===== config.mk =====
export PLATFORM = sky130hd
export DESIGN_NAME = interval_overlap_query
export DESIGN_NICKNAME = d
export VERILOG_FILES = /design/src/hdl/iop_pkg.sv /design/src/hdl/iop_ram.sv /design/src/hdl/iop_eval.sv /design/src/hdl/interval_overlap_query.sv
export SDC_FILE = /design/constraint.sdc
export NUM_CORES = 2
export LEC_CHECK = 0
export ABC_CLOCK_PERIOD_IN_PS = 16600
export BUFFER_PORTS_ARGS = -buffer_cell sky130_fd_sc_hd__buf_2
export CAP_MARGIN = 0
export CORE_MARGIN = 4
export CORE_UTILIZATION = 45
export DETAILED_ROUTE_END_ITERATION = 12
export GPL_ROUTABILITY_DRIVEN = 0
export GPL_TIMING_DRIVEN = 0
export SLEW_MARGIN = 40
export SYNTH_ARGS = -nofsm -noshare
export SYNTH_HDL_FRONTEND = slang
export SYNTH_SLANG_ARGS = --single-unit

===== constraint.sdc =====
create_clock -name aclk -period 16.6 [get_ports aclk]
set_input_delay 1.66 -clock aclk [delete_from_list [all_inputs] [get_ports aclk]]
set_output_delay 1.66 -clock aclk [all_outputs]
set_load 0.02 [all_outputs]

===== src/hdl/iop_pkg.sv =====
// Package: payload structs, action codes and width constants for the interval overlap query.
`timescale 1ns / 1ps

package iop_pkg;

    localparam int DATA_W       = 31;
    localparam int MARGIN_W     = 24;
    localparam int ACTION_W     = 2;
    // signed width for widened bounds, overlap and doubled overlap
    localparam int SW           = 35;
    localparam int RESULT_LIMIT = 64;
    localparam int RES_CNT_W    = $clog2(RESULT_LIMIT + 1);

    localparam logic [MARGIN_W-1:0] MARGIN_RESET = 24'd1000;

    localparam logic [ACTION_W-1:0] ACT_CLEAR  = 2'd0;
    localparam logic [ACTION_W-1:0] ACT_APPEND = 2'd1;
    localparam logic [ACTION_W-1:0] ACT_QUERY  = 2'd2;

    typedef logic signed [SW-1:0] wide_t;

    typedef struct packed {
        logic [ACTION_W-1:0] action;
        logic [DATA_W-1:0]   range_start;
        logic [DATA_W-1:0]   range_end;
    } in_item_t;

    typedef struct packed {
        logic [DATA_W-1:0] match_start;
        logic [DATA_W-1:0] match_end;
        logic              found;
        logic              last;
    } out_item_t;

    typedef struct packed {
        logic below_lo;
        logic above_hi;
        logic hit;
    } eval_t;

endpackage


===== src/hdl/iop_ram.sv =====
// Generic single-write, single-read RAM with registered read data.
`timescale 1ns / 1ps

module iop_ram #(
    parameter int WIDTH = 62,
    parameter int DEPTH = 64
) (
    input  logic                     aclk,
    input  logic                     we,
    input  logic [$clog2(DEPTH)-1:0] waddr,
    input  logic [WIDTH-1:0]         wdata,
    input  logic [$clog2(DEPTH)-1:0] raddr,
    output logic [WIDTH-1:0]         rdata
);

    logic [WIDTH-1:0] mem [DEPTH];
    logic [WIDTH-1:0] rdata_reg;

    always_ff @(posedge aclk) begin
        if (we) begin
            mem[waddr] <= wdata;
        end
        rdata_reg <= mem[raddr];
    end

    assign rdata = rdata_reg;

endmodule


===== src/hdl/iop_eval.sv =====
// Shared compare unit: bound checks and half-overlap test for one stored entry.
`timescale 1ns / 1ps

module iop_eval
    import iop_pkg::*;
(
    input  logic [DATA_W-1:0] entry_start,
    input  logic [DATA_W-1:0] entry_end,
    input  wide_t             lo,
    input  wide_t             hi,
    input  wide_t             rlen,
    output eval_t             result
);

    wide_t s_w;
    wide_t e_w;
    wide_t os;
    wide_t oe;
    wide_t ov;
    wide_t ov_clip;
    wide_t ov_dbl;
    wide_t elen;

    always_comb begin
        s_w     = $signed({{(SW-DATA_W){1'b0}}, entry_start});
        e_w     = $signed({{(SW-DATA_W){1'b0}}, entry_end});
        os      = (s_w > lo) ? s_w : lo;
        oe      = (e_w < hi) ? e_w : hi;
        ov      = oe - os;
        ov_clip = ov[SW-1] ? '0 : ov;
        ov_dbl  = ov_clip <<< 1;
        elen    = e_w - s_w;

        result.below_lo = s_w < lo;
        result.above_hi = s_w > hi;
        result.hit      = (ov_dbl >= elen) || (ov_dbl >= rlen);
    end

endmodule


===== src/hdl/interval_overlap_query.sv =====
// Top level: interval table with append, clear and widened half-overlap query.
`timescale 1ns / 1ps
// Clear and append finish in the accept cycle; the block is ready again on the next cycle.
// A query runs a binary search (a read state and a compare state per step, ceil(log2(entries+1))
// steps), then scans the entries in order and ends in a flush state. A match is held in the scan,
// while one is already pending, and the flush waits, as long as the output register is stalled.
// Both search and scan go through the single read port of the table RAM.
// Reset (aresetn low, synchronous) empties the table and sets margin to 1000; table
// contents are undefined until written.

module interval_overlap_query
    import iop_pkg::*;
#(
    parameter int TABLE_DEPTH = 64
) (
    input  logic                aclk,
    input  logic                aresetn,

    input  logic                cfg_valid,
    output logic                cfg_ready,
    input  logic [MARGIN_W-1:0] cfg_data,

    input  logic                s_valid,
    output logic                s_ready,
    input  in_item_t            s_data,

    output logic                m_valid,
    input  logic                m_ready,
    output out_item_t           m_data
);

    localparam int AW = $clog2(TABLE_DEPTH);
    localparam int CW = $clog2(TABLE_DEPTH + 1);
    localparam int RW = 2 * DATA_W;

    typedef enum logic [2:0] {
        ST_IDLE,
        ST_SEARCH,
        ST_SCMP,
        ST_SCAN,
        ST_FLUSH
    } state_t;

    state_t                state_reg,      state_next;
    logic [MARGIN_W-1:0]   margin_reg,     margin_next;
    logic [CW-1:0]         count_reg,      count_next;
    logic [DATA_W-1:0]     last_start_reg, last_start_next;
    wide_t                 lo_reg,         lo_next;
    wide_t                 hi_reg,         hi_next;
    wide_t                 rlen_reg,       rlen_next;
    logic [CW-1:0]         lb_reg,         lb_next;   // search lower bound
    logic [CW-1:0]         ub_reg,         ub_next;   // search upper bound
    logic [CW-1:0]         mid_reg,        mid_next;
    logic [CW-1:0]         idx_reg,        idx_next;
    logic [RES_CNT_W-1:0]  n_reg,          n_next;    // matches taken so far
    logic                  pend_valid_reg, pend_valid_next;
    logic [DATA_W-1:0]     pend_start_reg, pend_start_next;
    logic [DATA_W-1:0]     pend_end_reg,   pend_end_next;
    logic                  m_valid_reg,    m_valid_next;
    out_item_t             m_data_reg,     m_data_next;

    // table RAM, one entry = {start, end}
    logic          ram_we;
    logic [AW-1:0] ram_waddr;
    logic [RW-1:0] ram_wdata;
    logic [AW-1:0] ram_raddr;
    logic [RW-1:0] ram_rdata;

    logic [DATA_W-1:0] rd_start;
    logic [DATA_W-1:0] rd_end;
    eval_t             ev;

    logic          out_free;
    logic          out_push;
    logic [CW:0]   mid_sum;
    logic [CW-1:0] mid_calc;
    logic [CW-1:0] idx_inc;
    logic          scan_done;

    iop_ram #(
        .WIDTH (RW),
        .DEPTH (TABLE_DEPTH)
    ) u_table (
        .aclk  (aclk),
        .we    (ram_we),
        .waddr (ram_waddr),
        .wdata (ram_wdata),
        .raddr (ram_raddr),
        .rdata (ram_rdata)
    );

    assign rd_start = ram_rdata[RW-1:DATA_W];
    assign rd_end   = ram_rdata[DATA_W-1:0];

    iop_eval u_eval (
        .entry_start (rd_start),
        .entry_end   (rd_end),
        .lo          (lo_reg),
        .hi          (hi_reg),
        .rlen        (rlen_reg),
        .result      (ev)
    );

    assign cfg_ready = 1'b1;
    assign s_ready   = (state_reg == ST_IDLE);
    assign m_valid   = m_valid_reg;
    assign m_data    = m_data_reg;

    // output register slot is free when empty or being drained this cycle
    assign out_free  = !m_valid_reg || m_ready;

    assign mid_sum   = {1'b0, lb_reg} + {1'b0, ub_reg};
    assign mid_calc  = mid_sum[CW:1];
    assign idx_inc   = idx_reg + CW'(1);
    // end of scan: table exhausted, start past widened end, or result limit hit
    assign scan_done = (idx_reg == count_reg) || ev.above_hi
                       || (n_reg == RES_CNT_W'(RESULT_LIMIT));

    always_comb begin
        state_next      = state_reg;
        margin_next     = margin_reg;
        count_next      = count_reg;
        last_start_next = last_start_reg;
        lo_next         = lo_reg;
        hi_next         = hi_reg;
        rlen_next       = rlen_reg;
        lb_next         = lb_reg;
        ub_next         = ub_reg;
        mid_next        = mid_reg;
        idx_next        = idx_reg;
        n_next          = n_reg;
        pend_valid_next = pend_valid_reg;
        pend_start_next = pend_start_reg;
        pend_end_next   = pend_end_reg;
        m_data_next     = m_data_reg;
        out_push        = 1'b0;

        ram_we    = 1'b0;
        ram_waddr = count_reg[AW-1:0];
        ram_wdata = {s_data.range_start, s_data.range_end};
        ram_raddr = idx_reg[AW-1:0];

        if (cfg_valid && cfg_ready) begin
            margin_next = cfg_data;
        end

        unique case (state_reg)
            ST_IDLE: begin
                if (s_valid) begin
                    unique case (s_data.action)
                        ACT_CLEAR: begin
                            count_next = '0;
                        end
                        ACT_APPEND: begin
                            // full table or out-of-order start: ignored
                            if (count_reg < CW'(TABLE_DEPTH) &&
                                (count_reg == '0 || s_data.range_start >= last_start_reg)) begin
                                ram_we          = 1'b1;
                                count_next      = count_reg + CW'(1);
                                last_start_next = s_data.range_start;
                            end
                        end
                        ACT_QUERY: begin
                            lo_next   = $signed({{(SW-DATA_W){1'b0}}, s_data.range_start})
                                      - $signed({{(SW-MARGIN_W){1'b0}}, margin_reg});
                            hi_next   = $signed({{(SW-DATA_W){1'b0}}, s_data.range_end})
                                      + $signed({{(SW-MARGIN_W){1'b0}}, margin_reg});
                            rlen_next = $signed({{(SW-DATA_W){1'b0}}, s_data.range_end})
                                      - $signed({{(SW-DATA_W){1'b0}}, s_data.range_start});
                            lb_next         = '0;
                            ub_next         = count_reg;
                            n_next          = '0;
                            pend_valid_next = 1'b0;
                            state_next      = ST_SEARCH;
                        end
                        default: begin
                        end
                    endcase
                end
            end

            ST_SEARCH: begin
                if (lb_reg == ub_reg) begin
                    // first entry with start >= lo found; fetch it for the scan
                    ram_raddr  = lb_reg[AW-1:0];
                    idx_next   = lb_reg;
                    state_next = ST_SCAN;
                end else begin
                    ram_raddr  = mid_calc[AW-1:0];
                    mid_next   = mid_calc;
                    state_next = ST_SCMP;
                end
            end

            ST_SCMP: begin
                if (ev.below_lo) begin
                    lb_next = mid_reg + CW'(1);
                end else begin
                    ub_next = mid_reg;
                end
                state_next = ST_SEARCH;
            end

            ST_SCAN: begin
                if (scan_done) begin
                    state_next = ST_FLUSH;
                end else if (ev.hit) begin
                    if (pend_valid_reg && !out_free) begin
                        ram_raddr = idx_reg[AW-1:0];    // stall, re-read same entry
                    end else begin
                        if (pend_valid_reg) begin
                            out_push    = 1'b1;
                            m_data_next = '{match_start: pend_start_reg,
                                            match_end:   pend_end_reg,
                                            found:       1'b1,
                                            last:        1'b0};
                        end
                        pend_valid_next = 1'b1;
                        pend_start_next = rd_start;
                        pend_end_next   = rd_end;
                        n_next          = n_reg + RES_CNT_W'(1);
                        idx_next        = idx_inc;
                        ram_raddr       = idx_inc[AW-1:0];
                    end
                end else begin
                    idx_next  = idx_inc;
                    ram_raddr = idx_inc[AW-1:0];
                end
            end

            ST_FLUSH: begin
                if (out_free) begin
                    out_push = 1'b1;
                    if (pend_valid_reg) begin
                        m_data_next = '{match_start: pend_start_reg,
                                        match_end:   pend_end_reg,
                                        found:       1'b1,
                                        last:        1'b1};
                    end else begin
                        // no match: single empty result
                        m_data_next = '{match_start: '0, match_end: '0,
                                        found: 1'b0, last: 1'b1};
                    end
                    pend_valid_next = 1'b0;
                    state_next      = ST_IDLE;
                end
            end

            default: begin
                state_next = ST_IDLE;
            end
        endcase

        if (out_push) begin
            m_valid_next = 1'b1;
        end else if (m_ready) begin
            m_valid_next = 1'b0;
        end else begin
            m_valid_next = m_valid_reg;
        end
    end

    always_ff @(posedge aclk) begin
        if (!aresetn) begin
            state_reg      <= ST_IDLE;
            margin_reg     <= MARGIN_RESET;
            count_reg      <= '0;
            pend_valid_reg <= 1'b0;
            m_valid_reg    <= 1'b0;
            n_reg          <= '0;
        end else begin
            state_reg      <= state_next;
            margin_reg     <= margin_next;
            count_reg      <= count_next;
            pend_valid_reg <= pend_valid_next;
            m_valid_reg    <= m_valid_next;
            n_reg          <= n_next;
        end
        last_start_reg <= last_start_next;
        lo_reg         <= lo_next;
        hi_reg         <= hi_next;
        rlen_reg       <= rlen_next;
        lb_reg         <= lb_next;
        ub_reg         <= ub_next;
        mid_reg        <= mid_next;
        idx_reg        <= idx_next;
        pend_start_reg <= pend_start_next;
        pend_end_reg   <= pend_end_next;
        m_data_reg     <= m_data_next;
    end

    // table never holds more than its depth
    a_count_bound: assert property (@(posedge aclk) disable iff (!aresetn)
        count_reg <= CW'(TABLE_DEPTH))
        else $error("entry count beyond table depth");

    // a result is only loaded when the output register can take it
    a_push_free: assert property (@(posedge aclk) disable iff (!aresetn)
        out_push |-> (!m_valid_reg || m_ready))
        else $error("result overwritten in output register");

    // scan index never passes the entry count
    a_scan_idx: assert property (@(posedge aclk) disable iff (!aresetn)
        (state_reg == ST_SCAN) |-> (idx_reg <= count_reg))
        else $error("scan index beyond entry count");

    // no held match survives into idle
    a_idle_pend: assert property (@(posedge aclk) disable iff (!aresetn)
        (state_reg == ST_IDLE) |-> !pend_valid_reg)
        else $error("pending match left in idle");

    // match count stays within the result limit
    a_res_limit: assert property (@(posedge aclk) disable iff (!aresetn)
        n_reg <= RES_CNT_W'(RESULT_LIMIT))
        else $error("result count beyond limit");

endmodule

# Word-level counts from Yosys, hierarchy flattened
# Memory sizes are Yosys's and may differ from the RTL's. A register that Yosys moved wholly into a read port is not among the register bits.
# Index checks and enable logic that the tools add are counted.
dict set report totals {
  rom_bits 0
  latchBits 0
  out_inout_bits 67
  wordCells 156
  input_bits 93
  regBits 333
  memories 1
  ram_bits 3968
}
dict set report classes {
  reduce_logical 31
  muxes 61
  n_lt_le_gt_ge 8
  addsub 10
  n_shift 0
  multipliers 0
  eq_ne 22
  n_bitwise 3
  div 0
}
# name depth word_bits rd rd_ports_with_merged_regs write_ports line
set memory_table {}
lappend memory_table {u_table.mem 64 62 1 1 1 iop_ram.sv:16} ;# logic [WIDTH-1:0] mem [DEPTH];
# operator n
set ops {}
lappend ops {{$mux 64} 6}
lappend ops {{$pmux 64 s2} 1}
lappend ops {{$mux 7} 14}
lappend ops {{$ge 35x35->1} 2}
lappend ops {{$gt 32x35->1} 2}
lappend ops {{$lt 32x35->1} 2}
lappend ops {{$mux 35} 2}
lappend ops {{$pmux 7 s2} 5}
lappend ops {{$sub 31x31->32} 2}
lappend ops {{$sub 35x35->35} 1}
lappend ops {{$mux 34} 1}
lappend ops {{$add 31x24->32} 1}
lappend ops {{$sub 31x24->32} 1}
lappend ops {{$ge 31x31->1} 1}
lappend ops {{$add 7x1->7 const B} 4}
lappend ops {{$reduce_and 4->1} 7}
lappend ops {{$mux 6} 4}
lappend ops {{$ne 2x2->1 const B} 11}
lappend ops {{$mux 1} 20}
lappend ops {{$pmux 3 s5} 1}
lappend ops {{$eq 7x7->1} 2}
lappend ops {{$mux 3} 4}
lappend ops {{$pmux 6 s2} 1}
lappend ops {{$reduce_and 6->1} 2}
lappend ops {{other kinds (24)} 38}

# Logic depth before layout (Yosys ltp)
dict set report depth {
  word_depth 10
  ltp_mapped 65
}

# Cells and area by module
# A second synthesis with hierarchy kept.
dict set report hier_totals {
  cells_unflattened 9244
  area_unflattened_um2 176842.1
}
# module instances seq_area_each_um2 cells_each area_per_inst_um2
set modules_own_cells {}
lappend modules_own_cells {iop_ram 1 120395.5 6631 151639.2}
lappend modules_own_cells {interval_overlap_query 1 9298.9 1416 16668.5}
lappend modules_own_cells {iop_eval 1 0.0 1197 8534.4}

# Worst setup path before layout
# No wires, ideal clock.
dict set report synth_timing {
  kind {register to register}
  start {register hi_reg[3]}
  end {register m_data_reg (netlist bit m_data[0]) (enable)}
  arrival_ns 14.537
  setup_ns 0.590
  required_time_ns 16.010
  stages_incl_launch_ff 52
  slack_ns 1.474
  path_cell_list {edfxtp_1 inv_1 ha_1 a21o_1 a21o_1 a21oi_1 o211ai_1 a21o_1 a21o_1 a21o_1 a21o_1 a21o_1 a21o_1 a21o_1 a21o_1 a21oi_1 o21ai_0 o211ai_1 [... 16 more ...] a21o_1 a21o_1 a21o_1 a21oi_1 o211ai_1 a21oi_1 mux2_2 ha_1 clkbuf_1 nand4_1 nor4_1 nand2_1 a2111oi_0 and3_1 a41oi_1 nand3_1 nand2_1 a221oi_1}
}
dict set report synth_between {
  elab_chain_cells 8
  elab_cells_between_ends 13
  cone_classes {add/sub (1); order compare (4); eq/ne (2); mux (2); reduce/logical (4)}
}
# element line
set synth_lines {}
lappend synth_lines {{start: declaration} interval_overlap_query.sv:49} ;# wide_t hi_reg, hi_next;
lappend synth_lines {{start signal: assignment} interval_overlap_query.sv:281} ;# hi_reg <= hi_next;
lappend synth_lines {{$lt 32x35->1} iop_eval.sv:28} ;# oe = (e_w < hi) ? e_w : hi;
lappend synth_lines {{$mux 35} iop_eval.sv:28}
lappend synth_lines {{$sub 35x35->35} iop_eval.sv:29} ;# ov = oe - os;
lappend synth_lines {{$mux 34} iop_eval.sv:30} ;# ov_clip = ov[SW-1] ? '0 : ov;
lappend synth_lines {{$ge 35x35->1} iop_eval.sv:36} ;# result.hit = (ov_dbl >= elen) || (ov_dbl >= rlen);
lappend synth_lines {{$logic_or 1x1->1} iop_eval.sv:36}
lappend synth_lines {{$ne 2x2->1 (no source line)} n/a}
lappend synth_lines {{$reduce_and 6->1 (no source line) *} n/a}
lappend synth_lines {{end signal: assignment} interval_overlap_query.sv:289} ;# m_data_reg <= m_data_next;
lappend synth_lines {{end: declaration} interval_overlap_query.sv:60} ;# out_item_t m_data_reg, m_data_next;
# Mark *: on every way between the ends. The rest lies on a longest branch, timed or not.
# A chain may end at the register's enable or synchronous reset.

# Final worst setup path
dict set report layout_timing {
  start {register u_table.rdata_reg[3], in the netlist u_table.rdata[3] (read register of u_table.mem)}
  end {register u_table.rdata_reg[60], in the netlist u_table.rdata[60] (read register of u_table.mem)}
}
dict set report layout_between {
  elab_chain_cells 9
  elab_cells_between_ends 11
  cone_classes {add/sub (2); order compare (3); mux (5); reduce/logical (1)}
}
# element line
set layout_lines {}
lappend layout_lines {{start: declaration} iop_ram.sv:17} ;# logic [WIDTH-1:0] rdata_reg;
lappend layout_lines {{$lt 32x35->1} iop_eval.sv:28}
lappend layout_lines {{$mux 35} iop_eval.sv:28}
lappend layout_lines {{$sub 35x35->35} iop_eval.sv:29}
lappend layout_lines {{$mux 34} iop_eval.sv:30}
lappend layout_lines {{$ge 35x35->1} iop_eval.sv:36}
lappend layout_lines {{$logic_or 1x1->1 *} iop_eval.sv:36}
lappend layout_lines {{$mux 6 *} interval_overlap_query.sv:207} ;# end else if (ev.hit) begin
lappend layout_lines {{$mux 6 *} interval_overlap_query.sv:205} ;# if (scan_done) begin
lappend layout_lines {{$pmux 6 s2 *} interval_overlap_query.sv:147} ;# unique case (state_reg)
# Marked as above.

==> run metrics <==
Wirelength per Cell roughly 32 um; CTS root buf clkbuf_16; first-pass GRT wire length 752.1 mm; fmax 0.06134 GHz; Min Hold Slack 0.5171 ns; register area share after synthesis 0.7315; Syn Inst Count 10.57k; Die Ht approximately 640 um; Reg area 129700 um^2; largest net degree at the start of global routing 79; PD cells 124.5 nW/um^2; Total Wirelength 543.6 mm; routed length on met2 251.2 mm; crit end category register; Vias 102.6k; max layer used met5; Net Sw Power 0.006814 W; vias in the first global route 100.3k; Ports 160; FILL cells 31.21k; total CTS buffers about 440; Port-buffer cells 157; Hold Path Class register to register; Total Routing Usage GR 0.2609; register bit count reported by yosys between 4k and 5k; Die Wd around 640 um; pins over their slew limit 0; Multi-input gate area 46130 um^2; syn_area_per_cell 16.77 um^2; CP max-delay cell o31ai_2; Commonest cells post-synth edfxtp_1, mux2i_1, o22ai_1; antenna violations before repair 56; cell repeated most along the worst path a21o_1; number of synthesized flops with an enable pin 4249; Comb pwr share 0.148; layout net count between 10k and 15k; Yosys top cell by area edfxtp_1; HPWL Detailed a little under 400 mm; leakage power roughly 73 nW; WP data arrival 17.01 ns; fin crit period 16.30 ns; clk sinks about 4.4k; DR iter-0 viols 12.43k; Initial Util 0.4517; met1 wire length between 200 and 250 mm; Yosys warning count 0; worst slack, placed -1.692 ns; DP Cell Count 16.35k; Least-Margin Pin Slew 0.9663 ns; setup ws final 0.2979 ns; count leader, synth edfxtp_1; layout cells sized above 1 0.1601; FFs w/ async S/R, synth 0; status finished, final reports clean; internal power around 0.019 W; power consumption 0.02588 W; setup_tns 0 ns; Flop pwr share 0.475; post-synth cell types 91; Clock Power Share 0.377; Post-Layout Cell Count 17.19k; row cnt 230; Clock Skews ~0.060 ns; synthesized area ~180000 um^2; element type at the critical path start register; worst setup path class register to register; P&R area growth vs syn 17.24%; core area a little under 400000 um^2; WP data required between 15 and 20 ns; Max-Cap Viols 0; final setup fails 0; Sw Ratio 0.2633; Fin. Hold Viols 0; top cell type's share of synthesized area 0.7196; Via-to-Cell Ratio 5.969; max FFs per register 3968; CP Max Fanout 12; Remaining DRCs 0; DR pass1 iterations 8; Reg clk slew, reported paths 0.06 ns; CTS Buffer Depth 4; ANT nets after route 0; CTS H-tree lvls 5; die area 404100 um^2; crit-path max cell delay around 0.64 ns; metal3 WL 45.01 mm; total gr overflow 0; Main synth FF type edfxtp_1; VDD IR max 0.00008858 V; Skew-Pair Late Insertion Delay 1.00 ns; top cells by area, synth edfxtp_1, mux2i_1, ha_1; Relative slew margins 0.3552; Final period util 0.9821; CTS tree done
==> cells in the final DEF, fill, tap and decap left out, drive strengths merged, types with 185 or more instances in the layout <==
cell,count
edfxtp,4249
mux2i,1889
clkbuf,892
buf,742
o22ai,626
nor2,368
ha,328
inv,295
clkinv,196
o22a,185
==> worst max-delay path: cells and delay by family, from the launching register on <==
kind / cells / cell delay, ns
AO/OA/AOI/OAI: 38 / 9.32
adder cells (fa/ha/maj): 3 / 1.06
buffers and inverters: 5 / 2.02
flip-flops: 1 / 0.49
multiplexers: 2 / 0.75
AND/OR/NAND/NOR: 10 / 2.29
==> kinds of logic after synthesis <==
group / Yosys count / share of synthesized area
buffers and inverters: 822 / 0.01855
other: 2 / 0.00004236
and+or+nand+nor: 1020 / 0.02790
DFF: 4354 / 0.7315
AOI/OAI and AO/OA: 1847 / 0.07415
adders and majority gates: 339 / 0.02411
xor gates and xnor gates: 146 / 0.007290
muxes: 2044 / 0.1165
==> power by group through the flow <==
stage	Sequential (W)	Combinational (W)	Clock (W)
global placement	0.0125	0.00356	0
detailed placement	0.0125	0.00374	0
floorplan	0.0124	0.00227	0
finish	0.0123	0.00384	0.00975
CTS	0.0123	0.00379	0.00986
global route	0.0123	0.00410	0.0103
==> worst paths after layout <==
path | cells past startpoint | slack [ns] | to | start
worst max-delay path | 58 | 0.30 | u_table.rdata[60] | u_table.rdata[3]
worst max register to register | 58 | 0.30 | u_table.rdata[60] | u_table.rdata[3]
worst min register to register | 2 | 0.52 | n_reg[1] | n_reg[1]
worst min-delay path | 2 | 0.52 | n_reg[1] | n_reg[1]
==> routing by layer <==
layer | global-route usage | vias up
li1 | - | 44354
met1 | 0.3437 | 52646
met2 | 0.4140 | 4651
met3 | 0.04772 | 927
met4 | 0.1361 | 10
met5 | 0 | -
==> final cells by class <==
cell class	count	share of cell area
buffer	537	0.01192
tap	5220	0.03142
clock buffer	538	0.05544
clock inverter	262	0.01226
sequential	4354	0.6239
inverter	283	0.005158
multi-input combinational	5399	0.2219
antenna	35	0.0004213
timing repair buffer	559	0.03757
==> through the flow <==
| stage | utilization | instance area [um^2] |
|---|---|---|
| floorplan | - | 177300 |
| global placement | 0.4703 | 184600 |
| detailed placement | 0.4918 | 193000 |
| CTS | 0.5286 | 207500 |
| global route | 0.5294 | 207800 |
| finish | 0.5296 | 207900 |
==> repair_timing <==
| action | 4_1_cts | 5_1_grt |
|---|---|---|
| cloned | 0 | 0 |
| buffers inserted | 1 | 1 |
| gates resized for setup | 60 | 44 |
| pin swaps | 2 | 1 |
| hold buffers | 0 | 0 |
| setup endpoints to repair | 62 | 62 |
Power figures use the tool's default switching activity.
